$ cat src/rtl/spq_pkg.sv
package spq_pkg;

    typedef enum logic [1:0] {
        MODE_ENQUEUE = 2'd0,
        MODE_DEQUEUE = 2'd1,
        MODE_CLEAR   = 2'd2
    } mode_t;

    typedef struct packed {
        logic signed [31:0] value;
        logic signed [31:0] prio;
    } entry_t;

    // Broadcast from the top level to every cell for one accepted request
    typedef struct packed {
        logic   enq;
        logic   deq;
        entry_t item;
    } cell_ctrl_t;

endpackage

$ cat src/rtl/spq_in_if.sv
interface spq_in_if;
    import spq_pkg::*;

    logic               valid;
    logic               ready;
    logic [1:0]         mode;
    logic signed [31:0] item_value;
    logic signed [31:0] item_priority;

    modport source (output valid, output mode, output item_value, output item_priority,
                    input ready);
    modport sink   (input valid, input mode, input item_value, input item_priority,
                    output ready);
endinterface

$ cat src/rtl/spq_out_if.sv
interface spq_out_if;
    logic               valid;
    logic               ready;
    logic signed [31:0] head_value;
    logic signed [31:0] head_priority;
    logic [4:0]         entry_count;
    logic               queue_empty;
    logic               dropped;

    modport source (output valid, output head_value, output head_priority,
                    output entry_count, output queue_empty, output dropped, input ready);
    modport sink   (input valid, input head_value, input head_priority,
                    input entry_count, input queue_empty, input dropped, output ready);
endinterface

$ cat src/rtl/stable_priority_queue_top.sv
// Stable priority queue, lowest priority number first, equal priorities in arrival order.
// req channel: one request per handshake, mode 0 enqueue, 1 dequeue head, 2 clear;
//   mode 3 changes nothing. item_value and item_priority matter for an enqueue only.
// rsp channel: one response per request, giving head, count and empty flag after the
//   operation, and dropped when an enqueue found the queue full.
// Storage is a row of DEPTH cells; on each request every cell compares its priority
// with the new one in parallel and either holds, takes the new entry, or takes its
// left or right neighbour's entry, so the whole insert or remove is done in all cells at once.
// Latency: the response is valid the cycle after the request is accepted.
// Throughput: one request per cycle while rsp is taken each cycle.
// Stall: while a response waits on rsp.ready, req.ready is low and the state holds;
//   a new request is taken in the same cycle the waiting response is taken.
// Reset: the queue is empty and no response is pending; cell contents are undefined
//   and are never shown, as only occupied cells reach the head output.
module stable_priority_queue_top
    import spq_pkg::*;
#(
    parameter int DEPTH = 16
)
(
    input  logic clk,
    input  logic rst_n,
    spq_in_if.sink    req,
    spq_out_if.source rsp
);

    localparam int CW = $clog2(DEPTH + 1);

    logic [CW-1:0] count_reg, count_next;
    logic          dropped_reg, dropped_next;
    logic          rsp_valid_reg;
    logic          accept;
    logic          full;
    cell_ctrl_t    ctrl;

    entry_t        cell_data [DEPTH];
    logic          cell_le   [DEPTH];

    assign req.ready = !rsp_valid_reg || rsp.ready;
    assign accept    = req.valid && req.ready;
    assign full      = (count_reg == CW'(DEPTH));

    assign ctrl.item.value = req.item_value;
    assign ctrl.item.prio  = req.item_priority;
    assign ctrl.enq = accept && (req.mode == MODE_ENQUEUE) && !full;
    assign ctrl.deq = accept && (req.mode == MODE_DEQUEUE) && (count_reg != '0);

    always_comb
    begin
        count_next   = count_reg;
        dropped_next = dropped_reg;
        if (accept)
        begin
            dropped_next = 1'b0;
            unique case (req.mode)
                MODE_ENQUEUE:
                begin
                    if (full)
                        dropped_next = 1'b1;
                    else
                        count_next = count_reg + CW'(1);
                end
                MODE_DEQUEUE:
                begin
                    if (count_reg != '0)
                        count_next = count_reg - CW'(1);
                end
                MODE_CLEAR:
                begin
                    count_next = '0;
                end
                default:
                begin
                    count_next = count_reg;
                end
            endcase
        end
    end

    always_ff @(posedge clk or negedge rst_n)
    begin
        if (!rst_n)
        begin
            count_reg     <= '0;
            dropped_reg   <= 1'b0;
            rsp_valid_reg <= 1'b0;
        end
        else
        begin
            count_reg   <= count_next;
            dropped_reg <= dropped_next;
            if (accept)
                rsp_valid_reg <= 1'b1;
            else if (rsp.ready)
                rsp_valid_reg <= 1'b0;
        end
    end

    genvar i;
    generate
        for (i = 0; i < DEPTH; i++)
        begin : g_cell
            logic   occupied;
            logic   left_le;
            entry_t left_data;
            entry_t right_data;

            assign occupied = (CW'(i) < count_reg);

            if (i == 0)
            begin : g_first
                assign left_le   = 1'b1;
                assign left_data = ctrl.item;
            end
            else
            begin : g_inner
                assign left_le   = cell_le[i-1];
                assign left_data = cell_data[i-1];
            end

            if (i == DEPTH - 1)
            begin : g_last
                assign right_data = cell_data[i];
            end
            else
            begin : g_next
                assign right_data = cell_data[i+1];
            end

            spq_cell u_cell (
                .clk        (clk),
                .ctrl       (ctrl),
                .occupied   (occupied),
                .left_le    (left_le),
                .left_data  (left_data),
                .right_data (right_data),
                .data       (cell_data[i]),
                .le         (cell_le[i])
            );
        end
    endgenerate

    // The state only moves on an accepted request, so the head can be read straight
    // from cell 0 while a response is held
    assign rsp.valid         = rsp_valid_reg;
    assign rsp.head_value    = (count_reg != '0) ? cell_data[0].value : '0;
    assign rsp.head_priority = (count_reg != '0) ? cell_data[0].prio  : '0;
    assign rsp.entry_count   = 5'(count_reg);
    assign rsp.queue_empty   = (count_reg == '0);
    assign rsp.dropped       = dropped_reg;

    a_count_bound: assert property (@(posedge clk) disable iff (!rst_n)
        count_reg <= CW'(DEPTH))
        else $error("count exceeds depth");

    a_drop_full: assert property (@(posedge clk) disable iff (!rst_n)
        (rsp_valid_reg && dropped_reg) |-> full)
        else $error("drop reported with room left");

    a_enq_count: assert property (@(posedge clk) disable iff (!rst_n)
        ctrl.enq |=> (count_reg == $past(count_reg) + CW'(1)))
        else $error("enqueue did not add one entry");

    a_head_order: assert property (@(posedge clk) disable iff (!rst_n)
        (count_reg >= CW'(2)) |-> (cell_data[0].prio <= cell_data[1].prio))
        else $error("head cells out of order");

endmodule

$ cat src/rtl/spq_cell.sv
module spq_cell
    import spq_pkg::*;
(
    input  logic       clk,
    input  cell_ctrl_t ctrl,
    input  logic       occupied,
    input  logic       left_le,
    input  entry_t     left_data,
    input  entry_t     right_data,
    output entry_t     data,
    output logic       le
);

    entry_t data_reg;
    entry_t data_next;

    // le forms a prefix of the chain because the entries are kept sorted
    assign le   = occupied && (data_reg.prio <= ctrl.item.prio);
    assign data = data_reg;

    always_comb
    begin
        data_next = data_reg;
        if (ctrl.enq)
        begin
            priority if (le)
                data_next = data_reg;
            else if (left_le)
                data_next = ctrl.item;
            else
                data_next = left_data;
        end
        else if (ctrl.deq)
        begin
            data_next = right_data;
        end
    end

    always_ff @(posedge clk)
    begin
        data_reg <= data_next;
    end

endmodule

$ cat src/flat_wrapper.sv
// flat-port wrapper written by rule: the top's interface ports become plain ports
module stable_priority_queue_top_flat import spq_pkg::*;
#(
    parameter int DEPTH = 16
)
  (clk, rst_n, req_valid, req_mode, req_item_value, req_item_priority, req_ready, rsp_valid, rsp_head_value, rsp_head_priority, rsp_entry_count, rsp_queue_empty, rsp_dropped, rsp_ready);
  spq_in_if req_i ();
  spq_out_if rsp_i ();
  input  logic clk;
  input  logic rst_n;
  input wire logic [$bits(req_i.valid)-1:0] req_valid;
  input wire logic [$bits(req_i.mode)-1:0] req_mode;
  input wire logic [$bits(req_i.item_value)-1:0] req_item_value;
  input wire logic [$bits(req_i.item_priority)-1:0] req_item_priority;
  output wire logic [$bits(req_i.ready)-1:0] req_ready;
  output wire logic [$bits(rsp_i.valid)-1:0] rsp_valid;
  output wire logic [$bits(rsp_i.head_value)-1:0] rsp_head_value;
  output wire logic [$bits(rsp_i.head_priority)-1:0] rsp_head_priority;
  output wire logic [$bits(rsp_i.entry_count)-1:0] rsp_entry_count;
  output wire logic [$bits(rsp_i.queue_empty)-1:0] rsp_queue_empty;
  output wire logic [$bits(rsp_i.dropped)-1:0] rsp_dropped;
  input wire logic [$bits(rsp_i.ready)-1:0] rsp_ready;
  assign req_i.valid = req_valid;
  assign req_i.mode = req_mode;
  assign req_i.item_value = req_item_value;
  assign req_i.item_priority = req_item_priority;
  assign req_ready = req_i.ready;
  assign rsp_valid = rsp_i.valid;
  assign rsp_head_value = rsp_i.head_value;
  assign rsp_head_priority = rsp_i.head_priority;
  assign rsp_entry_count = rsp_i.entry_count;
  assign rsp_queue_empty = rsp_i.queue_empty;
  assign rsp_dropped = rsp_i.dropped;
  assign rsp_i.ready = rsp_ready;
  stable_priority_queue_top #(.DEPTH(DEPTH)) u_core (.clk(clk), .rst_n(rst_n), .req(req_i), .rsp(rsp_i));
endmodule
$ cat config.mk
export PLATFORM = sky130hd
export DESIGN_NAME = stable_priority_queue_top_flat
export DESIGN_NICKNAME = d
export VERILOG_FILES = /design/src/rtl/spq_pkg.sv /design/src/rtl/spq_in_if.sv /design/src/rtl/spq_out_if.sv /design/src/rtl/stable_priority_queue_top.sv /design/src/rtl/spq_cell.sv /design/src/flat_wrapper.sv
export SDC_FILE = /design/constraint.sdc
export NUM_CORES = 2
export LEC_CHECK = 0
export BUFFER_PORTS_ARGS = -buffer_cell sky130_fd_sc_hd__buf_4
export CAP_MARGIN = 40
export CORE_AREA = 2 2 404 406
export CTS_CLUSTER_DIAMETER = 80
export DETAILED_ROUTE_END_ITERATION = 8
export DIE_AREA = 0 0 406 408
export PLACE_DENSITY_LB_ADDON = 0.15
export SYNTH_ARGS = -nofsm -noshare
export SYNTH_HDL_FRONTEND = slang
export SYNTH_SLANG_ARGS = --single-unit
$ cat constraint.sdc
create_clock -name clk -period 7.6 [get_ports clk]
set_input_delay 0.38 -clock clk [delete_from_list [all_inputs] [get_ports clk]]
set_output_delay 0.38 -clock clk [all_outputs]
set_load 0.02 [all_outputs]
Word level (Yosys, flattened, before mapping). Index checks and enable logic that the tools add are counted.

$add $sub $neg: 2. Magnitude comparators: 32. Equal/unequal tests: 20. Mux-type cells: 69. Bitwise operators: 1. Reduce and logical (&&, ||, !) cells: 47.

Operators with widths (number): $mux W64 (60); $le A32 B32 Y1 (16); $mux W32 (2); $lt A4 B5 Y1 const A (8); $ne A2 B2 Y1 const B (17); $reduce_and A2 Y1 (16); $logic_and A1 B1 Y1 (21); $lt A3 B5 Y1 const A (4); $pmux W5 S3 (1); $lt A1 B5 Y1 const A (2); $lt A2 B5 Y1 const A (2); $mux W5 (2); $add A5 B1 Y5 const B (1); $eq A5 B5 Y1 const B (1); $logic_not A5 Y1 (1); $reduce_bool A5 Y1 (1); $sub A5 B1 Y5 const B (1); $mux W1 (4); $reduce_and A4 Y1 (1); $reduce_bool A2 Y1 (2); $reduce_bool A3 Y1 (1); $eq A2 B1 Y1 const B (1); $eq A2 B2 Y1 const B (1); $logic_not A1 Y1 (2); 3 further kinds (3).

Bits in registers: 1031. Output and inout port bits: 73. Word-level logic and storage cells: 206.

Depth between registers and ports, before layout.
Depth after elaboration: 7. Mapped depth: 14. Gate-level depth less buffers: 10.

Modules after synthesis. A second synthesis with hierarchy kept.

Cell total of the unflattened synthesis: 6493. Area, all modules: 66871.6 sq um.

Modules (own cells, without submodules): spq_cell (u_core.g_cell[0].u_cell ...) (times used 13, cells an instance 395, area an instance 4100.2 sq um); spq_cell (u_core.g_cell[8].u_cell ...) (times used 2, cells an instance 395, area an instance 4131.5 sq um); spq_cell (u_core.g_cell[13].u_cell) (times used 1, cells an instance 401, area an instance 4095.2 sq um); stable_priority_queue_top (times used 1, cells an instance 167, area an instance 1211.2 sq um).

Least setup slack after synthesis. No wires, ideal clock.

Path type: in2reg. From: in req_item_priority[29]. To: reg u_core.g_cell[8].u_cell.data_reg (netlist bit u_core.g_cell[8].u_cell.data[0]) (enable). Arrival: 6931 ps. Data required time: 7026 ps. Slack: 95 ps. Stages on the path: 12. Buffers on the path: 3. Path through: clkbuf_1 -> inv_1 -> ha_1 -> a21o_1 -> a21o_1 -> a21oi_1 -> o211ai_1 -> nor2_1 -> a21oi_1 -> buf_2 -> buf_2 -> o21ai_0.

Word-level cells in the longest chain between the ends: 4.

RTL lines: from (decl) (RTL line flat_wrapper.sv:14) `input wire logic [$bits(req_i.item_priority)-1:0] req_item_priority;`; $le A32 B32 Y1 (RTL line spq_cell.sv:18) `assign le = occupied && (data_reg.prio <= ctrl.item.prio);`; $logic_and A1 B1 Y1 (RTL line spq_cell.sv:18); $ne A2 B2 Y1 (no line); $reduce_and A2 Y1 (no line); to (signal assigned) (RTL line spq_cell.sv:41) `data_reg <= data_next;`; to (decl) (RTL line spq_cell.sv:14) `entry_t data_reg;`.

No other way between the ends. A chain may end at the register's enable or synchronous reset.

Worst setup path after layout.
From: in req_item_priority[31]. To: reg u_core.g_cell[5].u_cell.data_reg (netlist bit u_core.g_cell[5].u_cell.data[10]) (enable).

Word-level cells in the longest chain between the ends: 4.

RTL lines (RTL line): $le A32 B32 Y1 (spq_cell.sv:18); $logic_and A1 B1 Y1 (spq_cell.sv:18); $ne A2 B2 Y1 (no line); $reduce_and A2 Y1 (no line); to (signal assigned) (spq_cell.sv:41); to (decl) (spq_cell.sv:14).

No other way between the ends.

==> impl_metrics.tcl <==
set metrics [dict create \
    skew_ns 0.0740 \
    grt_setup_unrepaired "no" \
    period_needed_ns 4.98 \
    synthFlopType "edfxtp_1" \
    switching_share_pct 35.6 \
    hold_viol_final 0 \
    drv_cap 0 \
    cts_buffer_depth 3 \
    relSlewSlack_pct 27.0 \
    netlist_area_um2 62500 \
    finalSetupTns_ns 0 \
    end_kind "flip-flop" \
    power_frac_seq_pct 39.3 \
    layout-drive-gt1-share_pct 8.73 \
    grt_max_degree 225 \
    setup.worst_path.start_class "input pin" \
    cts_resized 0 \
    synth-edff-count 1024 \
    grt-ovfl-total 0 \
    wirelength_mm 235 \
    synth_cell_types 58 \
    crit_path_cell_trace "buf_4, inv_1, ha_1, nand4_1, nor4_2, buf_4, nand2b_1, a31oi_1, o21ai_0, o211ai_1, buf_12, nand2_1, nand2_8" \
    tightest_slew_ns 1.10 \
    synth-async-reset-ratio_pct 0.679 \
    die_y_um 408 \
    dr.pass1.iters 6 \
    leakage_uw 0.0279 \
    yosysTopAreaCellShare_pct 49.2 \
    status "complete, no violations" \
    worst_ep_required_time_ns 7.95 \
    synthTopCellsByArea "edfxtp_1, ha_1, mux2i_1" \
    ios 143 \
    viasPerCell 6.09 \
    syn2layout_area_growth_pct 12.8 \
    ant_nets 0 \
    yosysSeqAreaShare_pct 49.5 \
    fin_crit_sh_pct 65.5 \
    wl_per_cell_um 28.5 \
    fmaxAchievable_mhz 201 \
    fin_nets 6521 \
    drv_slew 0 \
    htreeDepth 3 \
    vias 50038 \
    hold_path_class "input pin to flip-flop" \
    synth_seq_cells 1031 \
    fillers 15380 \
    cts_tree "yes" \
    dp_hpwl_mm 154 \
    yosys_warnings 0 \
    p_clk_share_pct 31.8 \
    yosys.cell_count.top_type "nand2_1" \
    grtUsageTotal_pct 27.5 \
    dr.first_iter.drc_count 6135 \
    final-setup-viol-count 0 \
    critPathMaxFanout 98 \
    setup_ws_ns 2.62 \
    core_area_um2 162000 \
    critPathTopFamily "simple AND/OR/NAND/NOR gates" \
    synthCells 5973 \
    start_util_pct 38.6 \
    cts_root_buf "clkbuf_16" \
    crit_buf_inv 4 \
    num_rows 148 \
    cts.sinks 1031 \
    die_x_um 406 \
    synth_largest_area_cell "edfxtp_1" \
    max_stage_delay_ns 0.70 \
    drc 0 \
    cts_buffers 121 \
    crit_top_cell "buf_4" \
    grt_pass1_vias 46616 \
    peakVddDrop_mv 0.241 \
    syn_area_per_cell_um2 10.5 \
    p_int_uw 12200 \
    grt_first_pass_wirelength_mm 336 \
    clk_pin_slew_ns 0.06 \
    pre_cts_ws_ns 1.79 \
    synth_common_cells "nand2_1, edfxtp_1, o21ai_0" \
    critPathKind "input pin to flip-flop" \
    p_switching_uw 6760 \
    p_per_area_nw_per_um2 270 \
    cp_slowest_cell "nand2_8" \
    syn_nets 6562 \
    largest_reg_flops 1024 \
    dieArea_um2 166000 \
    crit_arrival_ns 5.33 \
    gp_congestion 0.948 \
    port_buffers 142 \
    antenna_found_initial 19 \
    pwr-share-comb_pct 28.9 \
    clk_latency_ns 0.79 \
]
final cells by class:
type	instances	area (µm²)	share of cell area, %
clock inverter	68	817	1.16
inverter	67	251	0.357
clock buffer	157	3200	4.55
sequential	1031	30900	43.9
multi-input combinational	4429	29800	42.3
timing repair buffer	282	2700	3.83
antenna	9	22.5	0.0320
tap	2175	2720	3.86
routing by layer:
metal  global-route usage, %  part of all wire [%]
met5                       0                 0.032
met2                    39.8                    42
met1                    42.1                    47
met3                    4.96                   8.9
met4                    6.86                   2.3
path summary, 6_finish.rpt:
path	from	endpoint	slack [ns]	cells past startpoint
max	req_item_priority[31]	u_core.g_cell[5].u_cell.data[10]	2.62	13
min	req_item_value[29]	u_core.g_cell[15].u_cell.data[61]	0.05	2
max reg2reg	u_core.g_cell[5].u_cell.data[31]	u_core.g_cell[5].u_cell.data[10]	2.74	11
min reg2reg	u_core.rsp.dropped	u_core.rsp.dropped	0.49	2
max in group asynchronous	rst_n	u_core.rsp.entry_count[0]	6.69	3
min in group asynchronous	rst_n	u_core.rsp.valid	0.63	3
logic make-up after synthesis:
family,after synthesis,synth area share (%)
AO/OA/AOI/OAI,1373,13.6
adder cells (fa/ha/maj),519,10.4
buffers and inverters,513,3.35
flip-flops,1031,49.5
multiplexers,532,8.95
AND/OR/NAND/NOR,2005,14.2
placed cells by master (no fill, tap or decap), types with 17 or more instances in the layout:
cell type	n
clkinv_2	20
buf_12	24
nand4_1	108
nor2b_1	86
ha_1	519
a211oi_1	32
a21oi_1	232
nor4_1	17
o211ai_1	449
clkbuf_16	121
edfxtp_1	1024
nand2_1	1115
clkbuf_1	32
a21o_1	41
mux2i_1	467
nor3_1	24
inv_1	67
dlygate4sd3_1	34
nand3_1	496
buf_4	208
o21ai_0	521
clkinv_1	22
nor2_1	85
mux2_4	49
per-stage QoR:
stage | area [µm²] | power (µW) | cells | utilization (%) | hold WS, ns
after floorplan | 62500 | 10900 | 5973 | - | 0.0844
after global placement | 65600 | 12800 | 7927 | 40.6 | 0.207
after detailed placement | 66000 | 13000 | 7948 | 40.8 | 0.207
after CTS | 70400 | 19000 | 8207 | 43.5 | 0.00516
after global routing | 70400 | 19700 | 8211 | 43.6 | 0.0398
final | 70400 | 19000 | 8218 | 43.6 | 0.0468
power by group through the flow:
| stage | clock network, µW | logic [µW] | registers (µW) |
|---|---|---|---|
| floorplan | 0 | 3480 | 7370 |
| global placement | 0 | 5270 | 7560 |
| detailed placement | 0 | 5400 | 7560 |
| CTS | 6140 | 5440 | 7440 |
| global route | 6340 | 5860 | 7500 |
| finish | 6050 | 5490 | 7460 |
repair_timing:
action | in CTS | in global routing
setup buffers | 0 | 0
endpoints found under the hold margin | 51 | 0
hold buffers | 34 | 0
Note: power is estimated with default switching activity, not from simulation.
